File: config.mk
export PLATFORM = sky130hd
export DESIGN_NAME = centered_window_min_max_mean_flat
export DESIGN_NICKNAME = d
export VERILOG_FILES = /design/src/cwmm_pkg.sv /design/src/cwmm_if.sv /design/src/centered_window_min_max_mean.sv /design/src/cwmm_cell.sv /design/src/cwmm_div.sv /design/src/flat_wrapper.sv
export SDC_FILE = /design/constraint.sdc
export NUM_CORES = 2
export LEC_CHECK = 0
export BUFFER_PORTS_ARGS = -buffer_cell sky130_fd_sc_hd__buf_2
export CORE_MARGIN = 1
export CORE_UTILIZATION = 65
export CTS_CLUSTER_DIAMETER = 40
export DETAILED_ROUTE_END_ITERATION = 8
export PLACE_DENSITY = 0.8
export SLEW_MARGIN = 10
export SYNTH_ARGS = -nofsm -noshare
export SYNTH_HDL_FRONTEND = slang
export SYNTH_SLANG_ARGS = --single-unit
File: constraint.sdc
create_clock -name clk -period 18.51 [get_ports clk]
set_input_delay 2.7765 -clock clk [delete_from_list [all_inputs] [get_ports clk]]
set_output_delay 2.7765 -clock clk [all_outputs]
set_load 0.05 [all_outputs]
File: src/cwmm_pkg.sv
package cwmm_pkg;

    // Default sizing
    localparam int DEF_MAX_WINDOW  = 32;
    localparam int DEF_SAMPLE_BITS = 16;

    // Configuration port
    localparam int CFG_INDEX_BITS = 2;
    localparam int CFG_DATA_BITS  = 16;
    localparam int MODE_BITS      = 2;
    localparam int WSIZE_BITS     = 6;
    localparam int THRESH_BITS    = 16;

    typedef enum logic [CFG_INDEX_BITS-1:0] {
        CFG_FILTER_MODE    = 2'd0,
        CFG_WINDOW_SIZE    = 2'd1,
        CFG_MASK_THRESHOLD = 2'd2
    } cfg_index_t;

    // Filter modes; the unused code runs as mean
    localparam logic [MODE_BITS-1:0] MODE_MIN  = 2'd0;
    localparam logic [MODE_BITS-1:0] MODE_MAX  = 2'd1;
    localparam logic [MODE_BITS-1:0] MODE_MEAN = 2'd2;

    typedef enum logic [2:0] {
        ST_IDLE,
        ST_SETTLE,
        ST_PICK,
        ST_DIV,
        ST_OUT
    } state_t;

    // Control shared by every cell of the row
    typedef struct packed {
        logic                 shift;
        logic [MODE_BITS-1:0] mode;
    } cell_ctrl_t;

endpackage

File: src/cwmm_if.sv
// Sample channel
interface cwmm_in_if #(parameter int SAMPLE_BITS = 16);
    logic                   valid;
    logic                   ready;
    logic [SAMPLE_BITS-1:0] sample;
    logic                   final_sample;

    modport source (output valid, sample, final_sample, input ready);
    modport sink   (input valid, sample, final_sample, output ready);
endinterface

// Result channel
interface cwmm_out_if #(parameter int SAMPLE_BITS = 16);
    logic                   valid;
    logic                   ready;
    logic [SAMPLE_BITS-1:0] filtered_value;
    logic                   below_threshold;
    logic                   final_output;

    modport source (output valid, filtered_value, below_threshold, final_output, input ready);
    modport sink   (input valid, filtered_value, below_threshold, final_output, output ready);
endinterface

File: src/centered_window_min_max_mean.sv
// Centered sliding-window min / max / mean over a stream of unsigned Q4.12
// samples. Samples shift through a row of MAX_WINDOW cells; each cell keeps a
// registered running min, max or sum of itself and all newer samples, so every
// clipped window is read off one cell. A sample that releases no result is
// taken while the block stays idle. A sample that releases results first lets
// the row settle. Each result it releases (one, or up to delay+1 on the
// final sample) is then picked from the row in min/max mode, or picked and
// passed through a bit-serial divide in mean mode. After that the result
// stays on the output until the sink takes it. One sample is in work at a time.
// Configuration is written through cfg_write_en / cfg_index / cfg_data.
module centered_window_min_max_mean
    import cwmm_pkg::*;
#(
    parameter int MAX_WINDOW  = DEF_MAX_WINDOW,
    parameter int SAMPLE_BITS = DEF_SAMPLE_BITS
)
(
    input  logic                      clk,
    input  logic                      rst_n,
    input  logic                      cfg_write_en,
    input  logic [CFG_INDEX_BITS-1:0] cfg_index,
    input  logic [CFG_DATA_BITS-1:0]  cfg_data,
    cwmm_in_if.sink                   in_ch,
    cwmm_out_if.source                out_ch
);

    localparam int IDX_BITS = (MAX_WINDOW > 1) ? $clog2(MAX_WINDOW) : 1;
    localparam int CNT_BITS = $clog2(MAX_WINDOW + 1);
    localparam int CW       = CNT_BITS + 1;
    localparam int SUM_BITS = SAMPLE_BITS + IDX_BITS;

    // Configuration registers
    logic [MODE_BITS-1:0]   mode_reg;
    logic [WSIZE_BITS-1:0]  wsize_reg;
    logic [THRESH_BITS-1:0] thresh_reg;

    always_ff @(posedge clk or negedge rst_n)
    begin
        if (!rst_n)
        begin
            mode_reg   <= MODE_MIN;
            wsize_reg  <= WSIZE_BITS'(1);
            thresh_reg <= '0;
        end
        else if (cfg_write_en)
        begin
            unique case (cfg_index)
                CFG_FILTER_MODE:    mode_reg   <= cfg_data[MODE_BITS-1:0];
                CFG_WINDOW_SIZE:    wsize_reg  <= cfg_data[WSIZE_BITS-1:0];
                CFG_MASK_THRESHOLD: thresh_reg <= cfg_data[THRESH_BITS-1:0];
                default: ;
            endcase
        end
    end

    // Control registers
    state_t                 state_reg, state_next;
    logic [CNT_BITS-1:0]    seen_reg, seen_next;
    logic [CNT_BITS-1:0]    k_reg, k_next;
    logic [CW-1:0]          m_reg, m_next;
    logic [CW-1:0]          half_reg, half_next;
    logic                   fin_reg, fin_next;
    logic [CNT_BITS-1:0]    settle_reg, settle_next;
    logic [SAMPLE_BITS-1:0] value_reg, value_next;

    logic                   accept;
    logic                   div_start;
    logic                   div_done;
    logic [SUM_BITS-1:0]    quotient;
    logic [CW-1:0]          ws;
    logic [CW-1:0]          ws_half;
    logic [CW-1:0]          delay;
    logic [CW-1:0]          k_ext;
    logic [CW-1:0]          reach;
    logic [CW-1:0]          pick_idx;
    logic [CW-1:0]          span;
    logic [SUM_BITS-1:0]    pick_acc;
    cell_ctrl_t             ctrl;

    // Row of cells; index 0 holds the newest sample
    logic [SAMPLE_BITS-1:0] smp_w [0:MAX_WINDOW];
    logic [SUM_BITS-1:0]    acc_w [0:MAX_WINDOW];

    assign ctrl.shift = accept;
    assign ctrl.mode  = mode_reg;
    assign smp_w[0]   = in_ch.sample;
    assign acc_w[0]   = (mode_reg == MODE_MIN) ? SUM_BITS'({SAMPLE_BITS{1'b1}}) : '0;

    genvar gi;
    generate
        for (gi = 0; gi < MAX_WINDOW; gi++)
        begin : g_cell
            cwmm_cell #(
                .SAMPLE_BITS(SAMPLE_BITS),
                .SUM_BITS   (SUM_BITS)
            ) u_cell (
                .clk       (clk),
                .ctrl      (ctrl),
                .sample_in (smp_w[gi]),
                .acc_in    (acc_w[gi]),
                .sample_out(smp_w[gi+1]),
                .acc_out   (acc_w[gi+1])
            );
        end
    endgenerate

    cwmm_div #(
        .NUM_BITS(SUM_BITS),
        .DEN_BITS(CW)
    ) u_div (
        .clk     (clk),
        .rst_n   (rst_n),
        .start   (div_start),
        .dividend(pick_acc),
        .divisor (span),
        .done    (div_done),
        .quotient(quotient)
    );

    // Effective window size, clamped to 1..MAX_WINDOW
    always_comb
    begin
        if (wsize_reg == '0)
        begin
            ws = CW'(1);
        end
        else if (int'(wsize_reg) > MAX_WINDOW)
        begin
            ws = CW'(MAX_WINDOW);
        end
        else
        begin
            ws = CW'(wsize_reg);
        end
    end

    assign ws_half  = ws >> 1;
    assign delay    = ws - ws_half - CW'(1);
    assign k_ext    = CW'(k_reg);
    assign reach    = m_reg + half_reg;
    assign pick_idx = (k_ext < reach) ? k_ext : reach;
    assign span     = pick_idx + CW'(1);
    assign pick_acc = acc_w[1 + int'(pick_idx[IDX_BITS-1:0])];

    assign accept      = in_ch.valid && in_ch.ready;
    assign in_ch.ready = (state_reg == ST_IDLE);

    always_ff @(posedge clk or negedge rst_n)
    begin
        if (!rst_n)
        begin
            state_reg  <= ST_IDLE;
            seen_reg   <= '0;
            k_reg      <= '0;
            m_reg      <= '0;
            half_reg   <= '0;
            fin_reg    <= 1'b0;
            settle_reg <= '0;
        end
        else
        begin
            state_reg  <= state_next;
            seen_reg   <= seen_next;
            k_reg      <= k_next;
            m_reg      <= m_next;
            half_reg   <= half_next;
            fin_reg    <= fin_next;
            settle_reg <= settle_next;
        end
    end

    always_ff @(posedge clk)
    begin
        value_reg <= value_next;
    end

    // Sequencer
    always_comb
    begin
        state_next  = state_reg;
        seen_next   = seen_reg;
        k_next      = k_reg;
        m_next      = m_reg;
        half_next   = half_reg;
        fin_next    = fin_reg;
        settle_next = settle_reg;
        value_next  = value_reg;
        div_start   = 1'b0;

        unique case (state_reg)
            ST_IDLE:
            begin
                if (accept)
                begin
                    k_next      = seen_reg;
                    half_next   = ws_half;
                    fin_next    = in_ch.final_sample;
                    settle_next = '0;
                    if (in_ch.final_sample)
                    begin
                        seen_next  = '0;
                        m_next     = (CW'(seen_reg) < delay) ? CW'(seen_reg) : delay;
                        state_next = ST_SETTLE;
                    end
                    else
                    begin
                        if (int'(seen_reg) < MAX_WINDOW)
                        begin
                            seen_next = seen_reg + CNT_BITS'(1);
                        end
                        m_next = delay;
                        if (CW'(seen_reg) >= delay)
                        begin
                            state_next = ST_SETTLE;
                        end
                    end
                end
            end
            ST_SETTLE:
            begin
                settle_next = settle_reg + CNT_BITS'(1);
                if (int'(settle_reg) == MAX_WINDOW - 1)
                begin
                    state_next = ST_PICK;
                end
            end
            ST_PICK:
            begin
                if (mode_reg == MODE_MIN || mode_reg == MODE_MAX)
                begin
                    value_next = pick_acc[SAMPLE_BITS-1:0];
                    state_next = ST_OUT;
                end
                else
                begin
                    div_start  = 1'b1;
                    state_next = ST_DIV;
                end
            end
            ST_DIV:
            begin
                if (div_done)
                begin
                    value_next = quotient[SAMPLE_BITS-1:0];
                    state_next = ST_OUT;
                end
            end
            ST_OUT:
            begin
                if (out_ch.ready)
                begin
                    if (fin_reg && m_reg != '0)
                    begin
                        m_next     = m_reg - CW'(1);
                        state_next = ST_PICK;
                    end
                    else
                    begin
                        state_next = ST_IDLE;
                    end
                end
            end
            default:
            begin
                state_next = ST_IDLE;
            end
        endcase
    end

    // Result channel
    assign out_ch.valid           = (state_reg == ST_OUT);
    assign out_ch.filtered_value  = value_reg;
    assign out_ch.below_threshold = (32'(value_reg) < 32'(thresh_reg));
    assign out_ch.final_output    = fin_reg && (m_reg == '0);

endmodule

File: src/cwmm_cell.sv
// One window position: holds a sample and the running min/max/sum up to itself
module cwmm_cell
    import cwmm_pkg::*;
#(
    parameter int SAMPLE_BITS = DEF_SAMPLE_BITS,
    parameter int SUM_BITS    = DEF_SAMPLE_BITS + 5
)
(
    input  logic                   clk,
    input  cell_ctrl_t             ctrl,
    input  logic [SAMPLE_BITS-1:0] sample_in,
    input  logic [SUM_BITS-1:0]    acc_in,
    output logic [SAMPLE_BITS-1:0] sample_out,
    output logic [SUM_BITS-1:0]    acc_out
);

    logic [SAMPLE_BITS-1:0] sample_reg;
    logic [SUM_BITS-1:0]    acc_reg;
    logic [SUM_BITS-1:0]    acc_next;
    logic [SUM_BITS-1:0]    sample_ext;

    assign sample_ext = SUM_BITS'(sample_reg);

    // Combine the neighbor's partial result with this sample
    always_comb
    begin
        priority if (ctrl.mode == MODE_MIN)
        begin
            acc_next = (sample_ext < acc_in) ? sample_ext : acc_in;
        end
        else if (ctrl.mode == MODE_MAX)
        begin
            acc_next = (sample_ext > acc_in) ? sample_ext : acc_in;
        end
        else
        begin
            acc_next = acc_in + sample_ext;
        end
    end

    always_ff @(posedge clk)
    begin
        if (ctrl.shift)
        begin
            sample_reg <= sample_in;
        end
        acc_reg <= acc_next;
    end

    assign sample_out = sample_reg;
    assign acc_out    = acc_reg;

endmodule

File: src/cwmm_div.sv
// Restoring divider, one quotient bit per cycle
module cwmm_div
    import cwmm_pkg::*;
#(
    parameter int NUM_BITS = 21,
    parameter int DEN_BITS = 7
)
(
    input  logic                clk,
    input  logic                rst_n,
    input  logic                start,
    input  logic [NUM_BITS-1:0] dividend,
    input  logic [DEN_BITS-1:0] divisor,
    output logic                done,
    output logic [NUM_BITS-1:0] quotient
);

    localparam int CNT_W = $clog2(NUM_BITS + 1);

    logic [CNT_W-1:0]    cnt_reg;
    logic                done_reg;
    logic [NUM_BITS-1:0] quo_reg;
    logic [DEN_BITS-1:0] rem_reg;
    logic [DEN_BITS-1:0] den_reg;
    logic [DEN_BITS:0]   trial;
    logic                fits;

    assign trial = {rem_reg, quo_reg[NUM_BITS-1]};
    assign fits  = (trial >= {1'b0, den_reg});

    // Control
    always_ff @(posedge clk or negedge rst_n)
    begin
        if (!rst_n)
        begin
            cnt_reg  <= '0;
            done_reg <= 1'b0;
        end
        else if (start)
        begin
            cnt_reg  <= CNT_W'(NUM_BITS);
            done_reg <= 1'b0;
        end
        else
        begin
            done_reg <= (cnt_reg == CNT_W'(1));
            if (cnt_reg != '0)
            begin
                cnt_reg <= cnt_reg - CNT_W'(1);
            end
        end
    end

    // Datapath
    always_ff @(posedge clk)
    begin
        if (start)
        begin
            quo_reg <= dividend;
            rem_reg <= '0;
            den_reg <= divisor;
        end
        else if (cnt_reg != '0)
        begin
            quo_reg <= {quo_reg[NUM_BITS-2:0], fits};
            rem_reg <= fits ? DEN_BITS'(trial - {1'b0, den_reg}) : trial[DEN_BITS-1:0];
        end
    end

    assign done     = done_reg;
    assign quotient = quo_reg;

endmodule

File: src/flat_wrapper.sv
// flat-port wrapper written by rule: the top's interface ports become plain ports
module centered_window_min_max_mean_flat import cwmm_pkg::*;
#(
    parameter int MAX_WINDOW  = DEF_MAX_WINDOW,
    parameter int SAMPLE_BITS = DEF_SAMPLE_BITS
)
  (clk, rst_n, cfg_write_en, cfg_index, cfg_data, in_ch_valid, in_ch_sample, in_ch_final_sample, in_ch_ready, out_ch_valid, out_ch_filtered_value, out_ch_below_threshold, out_ch_final_output, out_ch_ready);
  cwmm_in_if #(.SAMPLE_BITS(SAMPLE_BITS)) in_ch_i ();
  cwmm_out_if #(.SAMPLE_BITS(SAMPLE_BITS)) out_ch_i ();
  input  logic clk;
  input  logic rst_n;
  input  logic cfg_write_en;
  input  logic [CFG_INDEX_BITS-1:0] cfg_index;
  input  logic [CFG_DATA_BITS-1:0] cfg_data;
  input wire logic [$bits(in_ch_i.valid)-1:0] in_ch_valid;
  input wire logic [$bits(in_ch_i.sample)-1:0] in_ch_sample;
  input wire logic [$bits(in_ch_i.final_sample)-1:0] in_ch_final_sample;
  output wire logic [$bits(in_ch_i.ready)-1:0] in_ch_ready;
  output wire logic [$bits(out_ch_i.valid)-1:0] out_ch_valid;
  output wire logic [$bits(out_ch_i.filtered_value)-1:0] out_ch_filtered_value;
  output wire logic [$bits(out_ch_i.below_threshold)-1:0] out_ch_below_threshold;
  output wire logic [$bits(out_ch_i.final_output)-1:0] out_ch_final_output;
  input wire logic [$bits(out_ch_i.ready)-1:0] out_ch_ready;
  assign in_ch_i.valid = in_ch_valid;
  assign in_ch_i.sample = in_ch_sample;
  assign in_ch_i.final_sample = in_ch_final_sample;
  assign in_ch_ready = in_ch_i.ready;
  assign out_ch_valid = out_ch_i.valid;
  assign out_ch_filtered_value = out_ch_i.filtered_value;
  assign out_ch_below_threshold = out_ch_i.below_threshold;
  assign out_ch_final_output = out_ch_i.final_output;
  assign out_ch_i.ready = out_ch_ready;
  centered_window_min_max_mean #(.MAX_WINDOW(MAX_WINDOW), .SAMPLE_BITS(SAMPLE_BITS)) u_core (.clk(clk), .rst_n(rst_n), .cfg_write_en(cfg_write_en), .cfg_index(cfg_index), .cfg_data(cfg_data), .in_ch(in_ch_i), .out_ch(out_ch_i));
endmodule
* After elaboration in Yosys (flattened, before gate mapping)
Cells that the tools add are included.
** Operators by class
- Bitwise logic cells :: 1
- Reductions and logical operators :: 25
- $add $sub $neg :: 42
- Order comparisons :: 72
- Multiplexer cells :: 165
- Equality and inequality tests :: 16
** Operators by type and width (count)
- $mux 21 :: 132
- $add 21x16->21 :: 32
- $gt 16x21->1 :: 32
- $lt 16x21->1 :: 32
- $bmux 21 s6 :: 1
- $mux 7 :: 8
- $mux 16 :: 3
- $ge 32x7->1 const B :: 1
- $not 32->32 :: 1
- $pmux 16 s2 :: 1
- $mux 6 :: 4
- $mux 3 :: 7
- $lt 16x16->1 :: 1
- $pmux 3 s5 :: 1
- $lt 6x7->1 :: 2
- $pmux 7 s2 :: 1
- $sub 7x1->7 const B :: 2
- $add 6x1->6 const B :: 2
- $pmux 6 s2 :: 1
- $mux 5 :: 2
- $reduce_and 2->1 :: 5
- $reduce_bool 2->1 :: 5
- $ge 8x7->1 :: 1
- $ne 2x1->1 const B :: 4
- 31 further kinds :: 40
** Storage, ports and cells
- Bits in registers :: 1300
- Bits of input ports :: 40
- Word-level logic and storage cells :: 401

* Longest topological paths before layout
- Depth after elaboration :: 10
- Mapped depth :: 30
- Mapped depth without buffers :: 24

* Hierarchy
A second synthesis with hierarchy kept.
** Second synthesis, totals
- Cell total of the unflattened synthesis :: 10781
- Area, all modules :: 101469.8 µm²
** Modules (own cells, without submodules)
- cwmm_cell at u_core.g_cell[0].u_cell ... :: sequential area each 900.9 µm², times used 16, area an instance 2686.3 µm², cells an instance 274
- cwmm_cell at u_core.g_cell[29].u_cell ... :: sequential area each 900.9 µm², times used 11, area an instance 2702.6 µm², cells an instance 282
- centered_window_min_max_mean :: sequential area each 1933.1 µm², times used 1, area an instance 12783.5 µm², cells an instance 1541
- cwmm_cell at u_core.g_cell[12].u_cell ... :: sequential area each 900.9 µm², times used 4, area an instance 2802.7 µm², cells an instance 324
- cwmm_cell at u_core.g_cell[11].u_cell :: sequential area each 900.9 µm², times used 1, area an instance 2660.1 µm², cells an instance 288
- cwmm_div :: sequential area each 1131.1 µm², times used 1, area an instance 2105.8 µm², cells an instance 170

* Worst setup path after synthesis
Ideal clock, no wire load.
- Path type :: input to register
- Start point :: input in_ch_valid
- End point :: register u_core.seen_reg[5]
- Path buffers :: 1
- Slack :: 251 ps
- Stages :: 4
- Library setup time :: 709 ps
- Arrival time :: 17550 ps
- Cells stage by stage :: nand2_1 > inv_1 > clkbuf_1 > a21oi_1
** Between the ends
- Cells in the longest elaborated chain, start to end :: 2
** RTL lines
- start, declared :: RTL line flat_wrapper.sv:15 : input wire logic [$bits(in_ch_i.valid)-1:0] in_ch_valid;
- $logic_and 1x1->1 :: RTL line centered_window_min_max_mean.sv:145 : assign accept = in_ch.valid && in_ch.ready;
- via u_core.accept :: RTL line centered_window_min_max_mean.sv:66 : logic accept;
- $reduce_and 3->1 (no line)
- end signal, assigned :: RTL line centered_window_min_max_mean.sv:163 : seen_reg <= seen_next;
- end, declared :: RTL line centered_window_min_max_mean.sv:58 : logic [CNT_BITS-1:0] seen_reg, seen_next;
The timed path passes the listed nets, and every way through them passes these cells.
A chain may end at the register's enable or synchronous reset.

* Worst setup path in the final report
- Start point :: register u_core.m_reg[0]
- End point :: register u_core.value_reg[7] (netlist: u_core.out_ch.filtered_value[7]), data pin
** Between the ends
- Cells in the longest elaborated chain, start to end :: 10
** RTL lines
- start, declared :: RTL line centered_window_min_max_mean.sv:60 : logic [CW-1:0] m_reg, m_next;
- start signal, assigned :: RTL line centered_window_min_max_mean.sv:165 : m_reg <= m_next;
- $add 7x6->7 * :: RTL line centered_window_min_max_mean.sv:140 : assign reach = m_reg + half_reg;
- $lt 6x7->1 :: RTL line centered_window_min_max_mean.sv:141 : assign pick_idx = (k_ext < reach) ? k_ext : reach;
- $mux 7 * :: RTL line centered_window_min_max_mean.sv:141
- $add 1x5->6 * :: RTL line centered_window_min_max_mean.sv:143 : assign pick_acc = acc_w[1 + int'(pick_idx[IDX_BITS-1:0])];
- $not 32->32 (not written as such) * :: RTL line centered_window_min_max_mean.sv:143
- $bmux 21 s6 * :: RTL line centered_window_min_max_mean.sv:143
- $mux 21 (not written as such) * (2 in series) :: RTL line centered_window_min_max_mean.sv:143
- $mux 16 * :: RTL line centered_window_min_max_mean.sv:229 : if (mode_reg == MODE_MIN || mode_reg == MODE_MAX)
- $pmux 16 s2 * :: RTL line centered_window_min_max_mean.sv:190 : unique case (state_reg)
- via u_core.value_next[7] :: RTL line centered_window_min_max_mean.sv:64 : logic [SAMPLE_BITS-1:0] value_reg, value_next;
- end signal, assigned :: RTL line centered_window_min_max_mean.sv:174 : value_reg <= value_next;
- end, declared :: RTL line centered_window_min_max_mean.sv:64
Mark *: on every way through the listed nets, which the timed path passes. The rest lies on a longest branch. The select of a mux whose other input is x is not followed.

==> impl_metrics.py <==
metrics = {
    "status": {
        "outcome": "finished with violations",
        "violations": "design-rule violations",
    },
    "layout": {
        "final_common_cell": "ha_1",
        "final_nets": 11048,
        "utilization": 0.720,
        "fill_cells": 10295,
        "largest_register_ffs": 662,
        "final_layout_size_suffix_gt1_frac": 0.0791,
        "layout_common_cells": "1080 x ha_1, 1063 x inv_1, 838 x nor2_1",
        "area_growth_pct": 10.0,
        "multi_input_area_um2": 54300,
        "regArea_um2": 31700,
    },
    "sta": {
        "setup_violations": 0,
        "fin_tns_setup_ns": 0,
        "hold_ws_ns": 0.462,
        "finClkSkew_ns": 0.0364,
        "max_clock_freq_mhz": 130,
        "worst_slew_pin_slew_ns": 1.31,
        "relSlewSlack": 0.125,
        "min_period_ns": 7.69,
        "report.final.slew_viol_count": 0,
        "fin_crit_sh": 0.416,
        "hold_viol": 0,
        "rsz0062_at_grt": "false",
    },
    "global_route": {
        "grt_remaining_overflow": 0,
        "grt-busiest-layer": "met2",
        "grt_pass1_vias": 75897,
        "grt_max_degree": 148,
        "grt_pass1_wl_um": 478000,
        "track_usage": 0.448,
        "grtUsageMet3": 0.152,
        "grt_util_met1": 0.534,
        "grtUsageMet2": 0.675,
        "antenna_found_initial": 50,
    },
    "clock_network": {
        "cts_setup_buffers": 0,
        "cts_made_buffers": 206,
        "clock-sinks": 1289,
        "ctsHoldBuffers": 0,
        "cts_max_level": 4,
        "cts_tree": "yes",
        "worstSkewPairLatency_ns": 0.83,
        "clock_path_buffers": 3,
        "cts_root_buffer": "clkbuf_16",
        "clkTransAtPathRegs_ns": 0.06,
        "cts_resized": 0,
    },
    "route": {
        "antenna_left": 0,
        "vias_per_cell": 6.73,
        "drt_first_pass_iters": 9,
        "wire_per_inst_um": 27.2,
        "vias": 80510,
        "drt_iter0_markers": 10684,
        "drc": 10,
        "wl_um": 326000,
    },
    "floorplanning": {
        "start_util": 0.655,
        "core_area_um2": 139000,
        "pin_count": 60,
        "row_count": 137,
        "chipHeight_um": 377,
        "die_area_um2": 142000,
        "die_width_um": 377,
    },
    "worst_setup_path": {
        "worst_ep_arrival_time_ns": 8.26,
        "end_kind": "register",
        "worstPathMaxFanout": 24,
        "critical_path_class": "register to register",
        "crit_required_ns": 19.08,
        "startpoint_type": "register",
    },
    "yosys": {
        "synth.area.top_cells": "edfxtp_1 18%, ha_1 15%, dfxtp_1 15%, inv_1 4.4%, a21oi_1 3.8%",
        "syn_inst": 9895,
        "synth_cell_types": 98,
        "synthSimpleGateAreaFrac": 0.127,
        "synth_edf_count": 556,
        "synth_top_area_frac": 0.183,
        "synth_xor_area_frac": 0.0527,
        "ys_ff_latch": 1289,
        "synth_area_um2": 91200,
        "yosysSeqAreaShare": 0.347,
        "synth-async-reset-ratio": 0.0497,
        "yosys.area_share.adder": 0.156,
        "yosysTopAreaCell": "edfxtp_1",
        "synth_warnings": 0,
        "muxShareOfSynthArea": 0.0716,
        "ys.flop_type": "dfxtp_1",
        "synth_compound_area_frac": 0.186,
        "avgSynthCellArea_um2": 9.22,
        "synth_top_family_by_area": "compound AO/OA/AOI/OAI gates",
        "mappedNetlistNets": 11051,
    },
    "placement": {
        "gp_congestion": 1.07,
        "dp_hpwl_um": 245000,
        "port-buffer-count": 59,
    },
    "flow_run": {
        "maxCapViolations": 0,
    },
    "worst_hold_path": {
        "hold_path.class": "register to register",
    },
}
[synth_stat cells, types with 55 or more instances]
cell type / count
nor2_1: 839
a211oi_1: 81
o211ai_1: 67
nor3_1: 170
o21ai_0: 619
nand3_1: 132
a222oi_1: 102
dfrtp_1: 63
a21o_1: 106
inv_1: 1067
nand4_1: 106
o21a_1: 77
a21oi_1: 696
mux4_2: 154
xnor2_1: 343
dfxtp_1: 669
clkbuf_1: 286
o21bai_1: 130
mux2i_1: 244
xor2_1: 206
edfxtp_1: 556
a22oi_1: 125
ha_1: 1081
nor2b_1: 135
nand2b_1: 113
o22ai_1: 60
and3_1: 55
nand2_1: 665
[per-stage QoR]
step           cell area (µm²)  worst slack [ns]  cells
6_report                100000             10.82  11970
5_1_grt                 100000             10.67  11957
4_1_cts                 100000             10.99  11949
3_5_place_dp             93200             11.03  11560
3_3_place_gp             93200             11.07  11560
2_1_floorplan            91200             0.251   9895
[path summary, 6_finish.rpt]
check / cells past startpoint / end / start / slack, ns
max: 24 / u_core.out_ch.filtered_value[7] / u_core.m_reg[0] / 10.82
min: 2 / u_core.u_div.rem_reg[6] / u_core.u_div.rem_reg[6] / 0.46
max reg2reg: 24 / u_core.out_ch.filtered_value[7] / u_core.m_reg[0] / 10.82
min reg2reg: 2 / u_core.u_div.rem_reg[6] / u_core.u_div.rem_reg[6] / 0.46
max in group asynchronous: 2 / u_core.k_reg[5] / rst_n / 15.53
min in group asynchronous: 1 / u_core.state_reg[0] / rst_n / 2.00
[metal layers]
layer  wire length [µm]  part of all wire
met1             117000              0.36
met2             139000              0.43
met3              42600              0.13
met4              27300             0.084
met5                498            0.0015
[worst max-delay path, cell delays in order (launching register included)]
cell and delay, ns:
dfrtp_1 0.43, ha_1 0.24, fa_1 0.41, a21o_2 0.26, a21oi_1 0.17, xnor2_1 0.24, inv_1 0.09, ha_1 0.30
a21o_1 0.12, a21o_1 0.13, a21oi_1 0.08, nor3_4 0.46, mux2_4 0.54, ha_4 0.30, and2_1 0.16, o2111a_1 0.21
or3_1 0.35, or2_2 0.52, inv_1 0.78, nor3_2 0.22, buf_4 0.26, a22oi_1 0.55, a41oi_1 0.33, nand2_1 0.14
nand2_1 0.06
[layout make-up]
| cell class | instances | area share |
|---|---|---|
| multi-input combinational | 7197 | 0.541 |
| sequential | 1289 | 0.316 |
| clock buffer | 258 | 0.0573 |
| inverter | 1070 | 0.0403 |
| tap | 1876 | 0.0234 |
| clock inverter | 131 | 0.0134 |
| timing repair buffer | 128 | 0.00860 |
| antenna | 21 | 0.000524 |
[logic make-up (layout without fill, tap and decap cells)]
family | count (synthesis) | after routing
buf+inv | 1409 | 1587
xor+xnor | 549 | 549
flops | 1289 | 1289
other cells | 0 | 21
fa+ha+maj | 1116 | 1116
compound gates | 2599 | 2599
mux | 453 | 453
simple gates | 2480 | 2480
Power is left out: the tool's default activity adds up to more than one toggle a clock period on the data nets, which glitch-free logic cannot reach.
